--- src/design/rgb_3x3_convolution_clamped_edges_unit_assert.svh ---
// Assertion macros for the 3x3 RGB convolution unit.
// Included by the top level; no other dependencies.
`ifndef RGB_3X3_CONVOLUTION_CLAMPED_EDGES_UNIT_ASSERT_SVH
`define RGB_3X3_CONVOLUTION_CLAMPED_EDGES_UNIT_ASSERT_SVH

// Implication checked on every rising clock edge outside reset
`define RGBC_ASSERT_IMP(label, clk, rst_n, ante, cons) \
  label: assert property (@(posedge clk) disable iff (!rst_n) (ante) |-> (cons)) \
    else $error("rgbc assertion failed");

// Next-cycle implication checked outside reset
`define RGBC_ASSERT_NEXT(label, clk, rst_n, ante, cons) \
  label: assert property (@(posedge clk) disable iff (!rst_n) (ante) |=> (cons)) \
    else $error("rgbc assertion failed");

`endif

--- src/design/rgbc_pkg.sv ---
// Package for the 3x3 RGB convolution unit: widths, constants, types.
// No dependencies.
`default_nettype none
package rgbc_pkg;
  localparam int MaxWidth     = 1024;
  localparam int MaxHeight    = 4096;
  localparam int CoefFracBits = 12;
  localparam int ColW  = $clog2(MaxWidth);
  localparam int LineW = $clog2(MaxHeight) + 1;
  localparam int NumRegs = 5;

  typedef enum logic [2:0] {
    REG_COEF_TOP = 3'd0,
    REG_COEF_MID = 3'd1,
    REG_COEF_BOT = 3'd2,
    REG_WIDTH    = 3'd3,
    REG_HEIGHT   = 3'd4
  } reg_idx_e;

  typedef logic [23:0] pix_t;

  // one column of the window, index 0 is the top row
  typedef struct packed {
    pix_t bot;
    pix_t mid;
    pix_t top;
  } col_t;

  // control from the front end to the filter stage
  typedef struct packed {
    logic        valid;
    logic        last;
    logic [47:0] crow0;
    logic [47:0] crow1;
    logic [47:0] crow2;
  } ctrl_t;
endpackage
`default_nettype wire

--- src/design/rgbc_mac.sv ---
// Per-channel filter: nine products, registered, then sum, truncate, clamp.
// Depends on rgbc_pkg.
`default_nettype none
module rgbc_mac
  import rgbc_pkg::*;
(
  input  wire logic        clk_i,
  input  wire logic        en_i,
  input  wire logic [71:0] pix_i,   // nine 8-bit taps, col*3+row
  input  wire logic [47:0] crow0_i,
  input  wire logic [47:0] crow1_i,
  input  wire logic [47:0] crow2_i,
  output logic [7:0]       res_o
);
  logic signed [24:0] prod_q [9];
  logic signed [28:0] acc;
  logic [47:0]        crow [3];

  assign crow[0] = crow0_i;
  assign crow[1] = crow1_i;
  assign crow[2] = crow2_i;

  // products into a register
  always_ff @(posedge clk_i) begin
    if (en_i) begin
      for (int c = 0; c < 3; c++) begin
        for (int r = 0; r < 3; r++) begin
          prod_q[c*3+r] <= $signed({1'b0, pix_i[(c*3+r)*8 +: 8]})
                         * $signed(crow[r][c*16 +: 16]);
        end
      end
    end
  end

  // sum, truncate, clamp
  always_comb begin
    acc = '0;
    for (int k = 0; k < 9; k++) acc = acc + 29'(prod_q[k]);
    if (acc <= 0) begin
      res_o = 8'd0;
    end else if (acc[28:CoefFracBits] > 255) begin
      res_o = 8'd255;
    end else begin
      res_o = acc[CoefFracBits +: 8];
    end
  end
endmodule
`default_nettype wire

--- config.mk ---
export PLATFORM = sky130hd
export DESIGN_NAME = rgbc_mac
export DESIGN_NICKNAME = d
export VERILOG_FILES = /design/src/design/rgb_3x3_convolution_clamped_edges_unit_assert.svh /design/src/design/rgbc_pkg.sv /design/src/design/rgbc_mac.sv
export SDC_FILE = /design/constraint.sdc
export NUM_CORES = 2
export LEC_CHECK = 0
export BUFFER_PORTS_ARGS = -buffer_cell sky130_fd_sc_hd__buf_2
export CAP_MARGIN = 10
export CORE_MARGIN = 1
export CORE_UTILIZATION = 45
export DETAILED_ROUTE_END_ITERATION = 8
export GPL_TIMING_DRIVEN = 1
export PLACE_DENSITY = 0.62
export SKIP_LAST_GASP = 1
export SYNTH_ARGS = -nofsm -noshare
export SYNTH_HDL_FRONTEND = slang
export SYNTH_SLANG_ARGS = --single-unit
--- constraint.sdc ---
create_clock -name clk_i -period 10.3 [get_ports clk_i]
set_input_delay 0.515 -clock clk_i [delete_from_list [all_inputs] [get_ports clk_i]]
set_output_delay 0.515 -clock clk_i [all_outputs]
set_load 0.01 [all_outputs]
==> metrics.cfg <==
[cells_and_area]
drive_above_1_share_pct = 5.17
regMostFlops = prod_q
nNetsFinal = 7500
syn2layout_area_growth_pct = 6.95
largest_register_ff_count = 225
top_regs = prod_q (225)

[setup_path]
path_buf_inv = 4
worstSetupStartpoint = prod_q[0][219]
start_kind = flip-flop
required_ns = 9.79
endpoint_kind = output pin
cp_max_fo = 8
crit_path_max_incr_delay_ns = 0.70
cp_common_cell = fa_1
crit_cells = 15
worst_ep_arrival_time_ns = 5.95
cp-endpoint = res_o[3]
path_cells = fa_1 -> fa_1 -> inv_1 -> fa_1 -> fa_1 -> inv_1 -> ha_1 -> inv_1 -> nor4_1 -> o211ai_1 -> a31oi_1 -> xor2_1 -> or4_4 -> o21a_1 -> buf_2
slowest_stage = nor4_1
worstSetupPathType = reg2out
crit_family = adder cells

[floorplan]
die_h_um = 346
core_region_area_mm2 = 0.117
start_util_pct = 45.5
die_area_mm2 = 0.119
num_io_pins = 226
rows = 125
die_w_um = 346

[sta]
min_period_ns = 6.46
min_period_over_period_pct = 62.7
rsz0062_at_grt = false
worst_slew_pin_slew_ns = 1.09
slew_headroom_pct = 27.2
fin_setup_tns_ns = 0
setup_violations = 0
hold_viol = 0
slew_violations = 0
max_freq_mhz = 155

[clock_network]
cts_root_buffer = clkbuf_16
path_clk_slew_ns = 0.07
cts_hold_buffers = 0
cts_buffer_depth = 3
post_cts_buffers = 0
htreeDepth = 1
cts_tree = done
cts_buffers = 26
clock-sinks = 225
cts-resized-gates = 0

[place]
io_buffers = 225
gp_congestion = 0.879
dp_hpwl_um = 108000

[grt]
gr-usage-met3_pct = 1.65
grt_pass1_wl_um = 209000
grt_max_degree = 86
gr-max-usage-layer = met2
grt_use_met2_pct = 38.2
use_met1_pct = 29.7
grt_pass1_vias = 38800
grt.total_usage_pct = 21.9
antenna_found_initial = 14
overflow = 0

[logic_synthesis]
ys_warn_count = 0
synth_fp_nets = 7321
synth_most_common_cell = inv_1
synth_commonest_cells = inv_1 (1,474), fa_1 (1,096), and2_1 (716), nand2_1 (509), ha_1 (479)
async_flop_share_pct = 0
synth_flop_cell = edfxtp_1
synth.area.top_cells = fa_1 (41%), edfxtp_1 (13%), ha_1 (11%), inv_1 (10%), and2_1 (8.4%)
synth_top_area_share_pct = 41.3
synth.avg_cell_area_um2 = 9.61
synth_area_leader_cell = fa_1
synth.distinct_cells = 67
ys_seq_area_share_pct = 12.7
ys_ff_latch = 225
netlist_area_mm2 = 0.0531
syn_inst = 5528
synth-edff-count = 225

[routing]
detail_route.wl_per_cell_um = 17.1
drtPass1Iterations = 8
viasPerCell = 4.96
wl_um = 124000
ant_nets = 0
drc_errors = 0
drt_iter0_markers = 2045
dr_total_vias = 36000

[min_path]
hold_path.class = in2reg

[run_status]
status = completed

[job]
maxCapViolations = 0

[kinds of logic after synthesis]
kind of cell | count (synthesis) | share of synthesized area (%)
adders and majority gates | 1575 | 52.6
and+or+nand+nor | 1566 | 15.2
buffers and inverters | 1552 | 11.0
AOI/OAI and AO/OA | 410 | 5.18
DFF | 225 | 12.7
xor gates and xnor gates | 199 | 3.28
muxes | 1 | 0.0188
[metrics by stage]
step	hold slack, ns	cell area, um^2	instances	worst slack [ns]	utilization [%]
6_report	0.429	56800	7260	3.84	48.7
5_1_grt	0.429	56800	7260	3.53	48.7
3_3_place_gp	0.988	55900	7203	4.28	47.9
2_1_floorplan	0.627	53100	5528	4.86	-
3_5_place_dp	0.977	55900	7203	4.25	47.9
4_1_cts	0.388	56800	7251	3.81	48.7
[worst min path at each step]
stage | startpoint | endpoint | slack, ns | depth (start not counted)
2_1_floorplan | en_i | prod_q[0][0] | 0.63 | 0
3_3_place_gp | crow1_i[0] | prod_q[0][25] | 0.99 | 2
3_5_place_dp | crow0_i[0] | prod_q[0][0] | 0.98 | 2
4_1_cts | crow0_i[16] | prod_q[0][75] | 0.39 | 2
5_1_grt | crow0_i[16] | prod_q[0][75] | 0.43 | 2
6_report | crow0_i[16] | prod_q[0][75] | 0.43 | 2
[layout by cell type, fill, tap and decap left out, types with 22 or more instances in the layout]
master / Yosys / layout
fa_1: 1096 / 1096
o21a_1: 48 / 48
a21o_1: 30 / 30
nand2b_1: 23 / 23
a21oi_1: 127 / 127
nand3_1: 43 / 43
o21ai_0: 47 / 47
nor2b_1: 25 / 25
xnor2_1: 161 / 161
ha_1: 479 / 479
buf_2: 0 / 224
nor2_1: 129 / 129
nand2_1: 509 / 509
xor2_1: 38 / 38
clkbuf_16: 0 / 27
edfxtp_1: 225 / 225
nor3_1: 58 / 58
o211ai_1: 22 / 22
inv_1: 1474 / 1474
and2_1: 716 / 716
[routing by layer]
layer / share of wire, % / up-vias
li1: - / 16900
met1: 45 / 18400
met2: 50 / 599
met3: 3.1 / 116
met4: 2.3 / 6
met5: 0.027 / -
[cell type report]
type / instances / area [um^2]
Antenna cell: 9 / 22.5
Clock buffer: 28 / 679
Clock inverter: 20 / 230
Fill cell: 11000 / 59900
Inverter: 1476 / 5540
Multi-Input combinational cell: 3751 / 40500
Sequential cell: 225 / 6760
Tap cell: 1524 / 1910
Timing Repair Buffer: 227 / 1150
Power is left out: the tool's default activity adds up to more than one toggle a clock period on the data nets, which glitch-free logic cannot reach.
