`config.mk`:
```
export PLATFORM = sky130hd
export DESIGN_NAME = rgbc_cell
export DESIGN_NICKNAME = d
export VERILOG_FILES = /design/src/design/rgb_3x3_convolution_clamped_edges_unit_assert.svh /design/src/design/rgbc_pkg.sv /design/src/design/rgbc_cell.sv
export SDC_FILE = /design/constraint.sdc
export NUM_CORES = 1
export LEC_CHECK = 0
export BUFFER_PORTS_ARGS = -buffer_cell sky130_fd_sc_hd__buf_2
export CAP_MARGIN = 20
export CORE_ASPECT_RATIO = 1.5
export CORE_MARGIN = 10
export CORE_UTILIZATION = 45
export CTS_CLUSTER_SIZE = 12
export DETAILED_ROUTE_END_ITERATION = 8
export HOLD_SLACK_MARGIN = 0.15
export PLACE_DENSITY_LB_ADDON = 0.05
export RECOVER_POWER = 100
export SLEW_MARGIN = 20
export SYNTH_ARGS = -nofsm -noshare
export SYNTH_HDL_FRONTEND = slang
export SYNTH_SLANG_ARGS = --single-unit
```
`constraint.sdc`:
```
create_clock -name clk_i -period 0.8 [get_ports clk_i]
set_input_delay 0.04 -clock clk_i [delete_from_list [all_inputs] [get_ports clk_i]]
set_output_delay 0.04 -clock clk_i [all_outputs]
set_load 0.02 [all_outputs]
```
`src/design/rgb_3x3_convolution_clamped_edges_unit_assert.svh`:
```
// Assertion macros for the 3x3 RGB convolution unit.
// Included by the top level; no other dependencies.
`ifndef RGB_3X3_CONVOLUTION_CLAMPED_EDGES_UNIT_ASSERT_SVH
`define RGB_3X3_CONVOLUTION_CLAMPED_EDGES_UNIT_ASSERT_SVH

// Implication checked on every rising clock edge outside reset
`define RGBC_ASSERT_IMP(label, clk, rst_n, ante, cons) \
  label: assert property (@(posedge clk) disable iff (!rst_n) (ante) |-> (cons)) \
    else $error("rgbc assertion failed");

// Next-cycle implication checked outside reset
`define RGBC_ASSERT_NEXT(label, clk, rst_n, ante, cons) \
  label: assert property (@(posedge clk) disable iff (!rst_n) (ante) |=> (cons)) \
    else $error("rgbc assertion failed");

`endif

```
`src/design/rgbc_pkg.sv`:
```
// Package for the 3x3 RGB convolution unit: widths, constants, types.
// No dependencies.
`default_nettype none
package rgbc_pkg;
  localparam int MaxWidth     = 1024;
  localparam int MaxHeight    = 4096;
  localparam int CoefFracBits = 12;
  localparam int ColW  = $clog2(MaxWidth);
  localparam int LineW = $clog2(MaxHeight) + 1;
  localparam int NumRegs = 5;

  typedef enum logic [2:0] {
    REG_COEF_TOP = 3'd0,
    REG_COEF_MID = 3'd1,
    REG_COEF_BOT = 3'd2,
    REG_WIDTH    = 3'd3,
    REG_HEIGHT   = 3'd4
  } reg_idx_e;

  typedef logic [23:0] pix_t;

  // one column of the window, index 0 is the top row
  typedef struct packed {
    pix_t bot;
    pix_t mid;
    pix_t top;
  } col_t;

  // control from the front end to the filter stage
  typedef struct packed {
    logic        valid;
    logic        last;
    logic [47:0] crow0;
    logic [47:0] crow1;
    logic [47:0] crow2;
  } ctrl_t;
endpackage
`default_nettype wire

```
`src/design/rgbc_cell.sv`:
```
// One window cell: holds a column of three pixels and shifts it on.
// Depends on rgbc_pkg.
`default_nettype none
module rgbc_cell
  import rgbc_pkg::*;
(
  input  wire logic clk_i,
  input  wire logic rst_ni,
  input  wire logic clr_i,
  input  wire logic en_i,
  input  wire col_t col_i,
  output col_t      col_o
);
  col_t col_q;

  always_ff @(posedge clk_i or negedge rst_ni) begin
    if (!rst_ni) begin
      col_q <= '0;
    end else if (clr_i) begin
      col_q <= '0;
    end else if (en_i) begin
      col_q <= col_i;
    end
  end

  assign col_o = col_q;
endmodule
`default_nettype wire

```
==> results.cfg, run 1 <==
[global_route]
grt_usage_pct = 20.41
grt_max_degree = 73
grt_overflow = 0
grt_pass1_vias = 3050
grt_antenna_before_repair = 3
grt_pass1_wl_um = 16550

[power]
p_clk_share_pct = 35.0
vdd_drop_max_uv = 1166
power.switching_mw = 2.471
power_frac_comb_pct = 21.9
p_int_mw = 6.824
cellLeakagePower_nw = 2.893
seqPwrFrac_pct = 43.2
powerDensity_nw_per_um2 = 1703
p_sw_share_pct = 26.58

[routing]
via_per_inst = 4.787
highest_layer = met4
drt_iter0_markers = 139
first_pass_iters = 5
drtAntennaViolNets = 0
wl_um = 10750
drc_errors = 0
wl_per_cell_um = 18.79
m1WireLength_um = 3721
wl_met3_um = 839
met2_length_um = 5951
dr_total_vias = 2738

[timing]
setup_tns_ns = -10.08
fin_crit_sh_pct = 119.8
drv_slew = 0
max_slew.worst_pin.slew_ns = 0.5229
grt_setup_unrepaired = yes
hold_viol = 0
layout_setup_ws_ns = -0.1581
worst_slew_margin_rel_pct = 65.14
setup_violations = 103
skew_ns = 0
fin_crit_ns = 0.9581
fmax_mhz = 1044

[layout]
design_area_um2 = 5458
multi_input_area_um2 = 1003
regArea_um2 = 1802
layout-drive-gt1-share_pct = 41.78
syn2layout_area_growth_pct = 85.62
nFillCells = 334
largest_reg_flops = 72
nets = 564

[die]
start_util_pct = 45.65
rows = 36
pin_count = 148
die_w_um = 86
die_y_um = 119
core_area_um2 = 6441
die_area_um2 = 10230

[setup_path]
path_cells = buf_6
path_class = reg -> out
required_ns = 0.76
path_max_fanout = 2
slowest_delay_ns = 0.42
cp-start-kind = flop
arrival_ns = 0.92
worst-path-buf-inv = 1
cp_top_family = flip-flops
end_kind = output pin
worst_path_max_delay_cell = dfrtp_1

[logic_synthesis]
synth_area_leader_cell = dfrtp_1
synth_area_um2 = 2940
syn_nets = 308
synth.area.top_cells = dfrtp_1 61%, mux2i_1 25%, nor2_1 9.2%, buf_8 3.6%, buf_1 0.64%
synth_cell_type_count = 8
avgSynthCellArea_um2 = 12.67
seq_area_frac_synth_pct = 61.28
yosys.area.top_type_share_pct = 61.28
synth-warning-count = 0
netlist_instances = 232
synth_seq_cells = 72

[clocking]
cts_buffers = 9
cts_max_path_buffers = 2
clk_latency_ns = 0.34
holdBufCountCts = 75
htreeDepth = 3
clockRootBuffer = clkbuf_8
cts.sinks = 72
cts_tree = yes
clk_pin_slew_ns = 0.08

[placement]
io_buffers = 147
placed_area_um2 = 3769
gp_congestion = 0.7508
place_hpwl_um = 5819

[outcome]
run_status = finished with violations
violations = setup timing

[min_path]
holdCritPathClass = in -> reg

[run]
max_cap_violations = 0
[routing by layer]
layer  track usage, %  up-vias
met3            8.049       19
li1                 -     1282
met4            7.541        0
met1            20.90     1333
met2            36.01      104
met5                0        -
[kinds of logic after synthesis]
group,share of synthesized area (%)
multiplexers,24.51
flip-flops,61.28
AND/OR/NAND/NOR,9.192
buffers and inverters,5.021
[cells in the mapped netlist]
cell type / n
clkbuf_1: 2
dfrtp_1: 72
clkbuf_2: 1
mux2i_1: 72
buf_8: 7
buf_6: 1
nor2_1: 72
buf_1: 5
[cell usage in the layout (no fill, tap or decap), drive strengths merged]
master,synthesis,routed
buf,13,185
dlygate4sd3,0,75
dfrtp,72,72
mux2i,72,72
nor2,72,72
clkbuf,3,11
diode,0,3
clkinvlp,0,2
bufinv,0,2
clkinv,0,2
[power by group through the flow]
stage          clock network [mW]  logic, mW  registers, mW
5_1_grt                      3.47       2.17           4.03
6_report                     3.25       2.03           4.01
3_5_place_dp                    0       1.33           4.01
2_1_floorplan                   0      0.481           4.27
3_3_place_gp                    0       1.31           4.01
4_1_cts                      3.33       1.93           4.00
[final timing paths]
check	cells after the start	start	slack, ns	to
min in group asynchronous	3	rst_ni	0.32	col_o[31]$_DFFE_PN0P_
min reg2reg	2	col_o[26]$_DFFE_PN0P_	0.55	col_o[26]$_DFFE_PN0P_
max reg2reg	3	col_o[11]$_DFFE_PN0P_	-0.14	col_o[11]$_DFFE_PN0P_
max	1	col_o[6]$_DFFE_PN0P_	-0.16	col_o[6]
max in group asynchronous	3	rst_ni	0.11	col_o[23]$_DFFE_PN0P_
min	4	en_i	0.15	col_o[47]$_DFFE_PN0P_
[worst min-delay path, stage by stage]
cell     delay [ns]
buf_6          0.13
buf_4          0.12
mux2i_1        0.06
nor2_1         0.09
[per-stage QoR]
stage          setup WS (ns)  cells  utilization [%]  total power [mW]  hold slack [ns]
2_1_floorplan        0.05519    232                -             4.754          -0.2556
3_3_place_gp        -0.01172    448            58.51             5.323           0.1009
3_5_place_dp        -0.03627    448            58.51             5.344          0.09710
4_1_cts              -0.1531    556            82.71             9.251           0.1328
5_1_grt              -0.1959    572            84.73             9.680           0.1502
6_report             -0.1581    572            84.73             9.295           0.1468
[layout make-up]
class	count	area share, %
diodes	3	0.1376
clock buffers	10	2.522
clock inverters	6	1.696
multi-input cells	144	18.39
flip-flops and latches	72	33.01
well taps	76	1.742
repair buffers	261	42.50
[timing repair]
action                                  in CTS  in global routing
cloned                                       0                  0
resized for setup                          144                 11
pin swaps                                    0                  8
setup buffers                               17                 13
endpoints found under the hold margin      144                  5
endpoints found under the setup margin      72                 93
Power figures use the tool's default switching activity.
==> run 2: changes to the inputs <==
==> constraint.sdc (replaced) <==
create_clock -name clk_i -period 0.9 [get_ports clk_i]
set_input_delay 0.045 -clock clk_i [delete_from_list [all_inputs] [get_ports clk_i]]
set_output_delay 0.045 -clock clk_i [all_outputs]
set_load 0.02 [all_outputs]
==> run 2 against run 1 <==
The run still ends with setup timing left. Critical path depth stayed put. Setup slack better by 0.10 ns. Worst hold slack better by 0.056 ns. Register-to-register slack better by 0.14 ns.
==> results.cfg, run 2 (synthesis results as in run 1) <==
[die]
die_w_um = 86
die_area_um2 = 10230
core_area_um2 = 6441
die_y_um = 119
start_util_pct = 45.65
pin_count = 148
rows = 36

[min_path]
hold_end = col_o[45]$_DFFE_PN0P_
holdCritPathClass = in -> reg
hold_start = en_i
whs_path_depth = 4

[setup_path]
path_class = reg -> out
r2r_end = col_o[22]$_DFFE_PN0P_
worst-path-buf-inv = 1
path_max_fanout = 2
end_kind = output pin
worst_r2r_path_depth = 3
path_cells = buf_6
arrival_ns = 0.91
slowest_delay_ns = 0.41
rr_startpoint = col_o[22]$_DFFE_PN0P_
cp-start-kind = flop
cp_top_family = flip-flops
r2r_slack_ns = 0
crit_start = col_o[22]$_DFFE_PN0P_
worst_path_max_delay_cell = dfrtp_1
required_ns = 0.85

[routing]
wl_per_cell_um = 17.72
first_pass_iters = 4
drtAntennaViolNets = 0
via_per_inst = 4.765
drt_iter0_markers = 137
wl_um = 10100
dr_total_vias = 2716
drc_errors = 0

[timing]
fin_crit_sh_pct = 106.0
layout_setup_ws_ns = -0.05371
grt_setup_unrepaired = yes
fmax_mhz = 1049
worst_slew_margin_rel_pct = 57.40
fin_crit_ns = 0.9537
setup_violations = 72
skew_ns = 0
drv_slew = 0
max_slew.worst_pin.slew_ns = 0.6390
hold_viol = 0
setup_tns_ns = -2.077

[power]
cellLeakagePower_nw = 2.885
power.switching_mw = 2.079
p_sw_share_pct = 26.29
seqPwrFrac_pct = 45.0
p_int_mw = 5.830
p_clk_share_pct = 32.6
powerDensity_nw_per_um2 = 1470
vdd_drop_max_uv = 1093
power_frac_comb_pct = 22.4

[layout]
regArea_um2 = 1802
nFillCells = 347
nets = 564
layout-drive-gt1-share_pct = 40.57
largest_reg_flops = 72
layout_commonest_cell = dlygate4sd3_1
multi_input_area_um2 = 991.0
syn2layout_area_growth_pct = 83.02
final_cell_mix = 75 x dlygate4sd3_1, 74 x buf_6, 73 x buf_2

[clocking]
cts_buffers = 9
cts_tree = yes
cts.sinks = 72
htreeDepth = 3
cts_max_path_buffers = 2
clockRootBuffer = clkbuf_8
clk_pin_slew_ns = 0.07
clk_latency_ns = 0.35

[outcome]
run_status = finished with violations
violations = setup timing

[global_route]
grt_pass1_wl_um = 15730
grt_antenna_before_repair = 1
grt_pass1_vias = 3078
grt_usage_pct = 19.32
grt_overflow = 0
grt_max_degree = 73

[placement]
gp_congestion = 0.7519
place_ws_ns = 0.04800
place_hpwl_um = 5734
io_buffers = 147

[run]
max_cap_violations = 0
-- run 2: cell types whose count changed in the layout (fill, tap and decap cells not counted), sizes merged --
cell      before  now
clkbuf        11   17
buf          185  182
diode          3    1
bufinv         2    1
clkinvlp       2    0
-- run 2: stage by stage --
step / util [%] / instances / power [mW] / area, um2 / hold WS [ns]
final: 83.55 / 570 / 7.909 / 5381 / 0.2029
after CTS: 81.53 / 550 / 7.892 / 5251 / 0.1776
after detailed placement: 58.39 / 447 / 4.746 / 3761 / 0.1033
after global placement: 58.39 / 447 / 4.726 / 3761 / 0.1085
after global routing: 83.55 / 570 / 8.230 / 5381 / 0.2386
after floorplan: - / 232 / 4.225 / 2940 / -0.2506
-- run 2: area by class of cell --
cell class              count  share of cell area (%)
multi-input cells         144                   18.41
clock inverters             3                  0.7440
clock buffers              13                   2.953
flip-flops and latches     72                   33.48
diodes                      1                 0.04650
repair buffers            261                   42.59
well taps                  76                   1.767
-- run 2: what timing repair did --
action / in CTS / in global routing
gates cloned: 0 / 0
resized for setup: 144 / 1
buffers inserted: 12 / 19
endpoints found under the setup margin: 72 / 74
pin swaps: 0 / 1
hold buffers: 75 / 0
endpoints found under the hold margin: 144 / 0
-- run 2: worst max-delay path by stage --
stage	slack (ns)	cells after the start	to
6_report	-0.05	1	col_o[22]
5_1_grt	-0.08	1	col_o[36]
4_1_cts	-0.07	1	col_o[36]
3_5_place_dp	0.05	4	col_o[41]$_DFFE_PN0P_
3_3_place_gp	0.09	4	col_o[32]$_DFFE_PN0P_
2_1_floorplan	0.16	2	col_o[0]$_DFFE_PN0P_
-- run 2: per-layer routing --
metal,wire length (um),track usage [%]
met2,5449,33.12
met5,0,0
met3,837,8.117
met4,220,7.851
met1,3593,20.06
-- run 2: power by group through the flow --
stage	Combinational [mW]	Clock, mW	Sequential (mW)
after floorplan	0.427	0	3.80
after global placement	1.16	0	3.56
after detailed placement	1.18	0	3.56
after CTS	1.69	2.65	3.55
after global routing	1.90	2.75	3.58
final	1.77	2.58	3.56
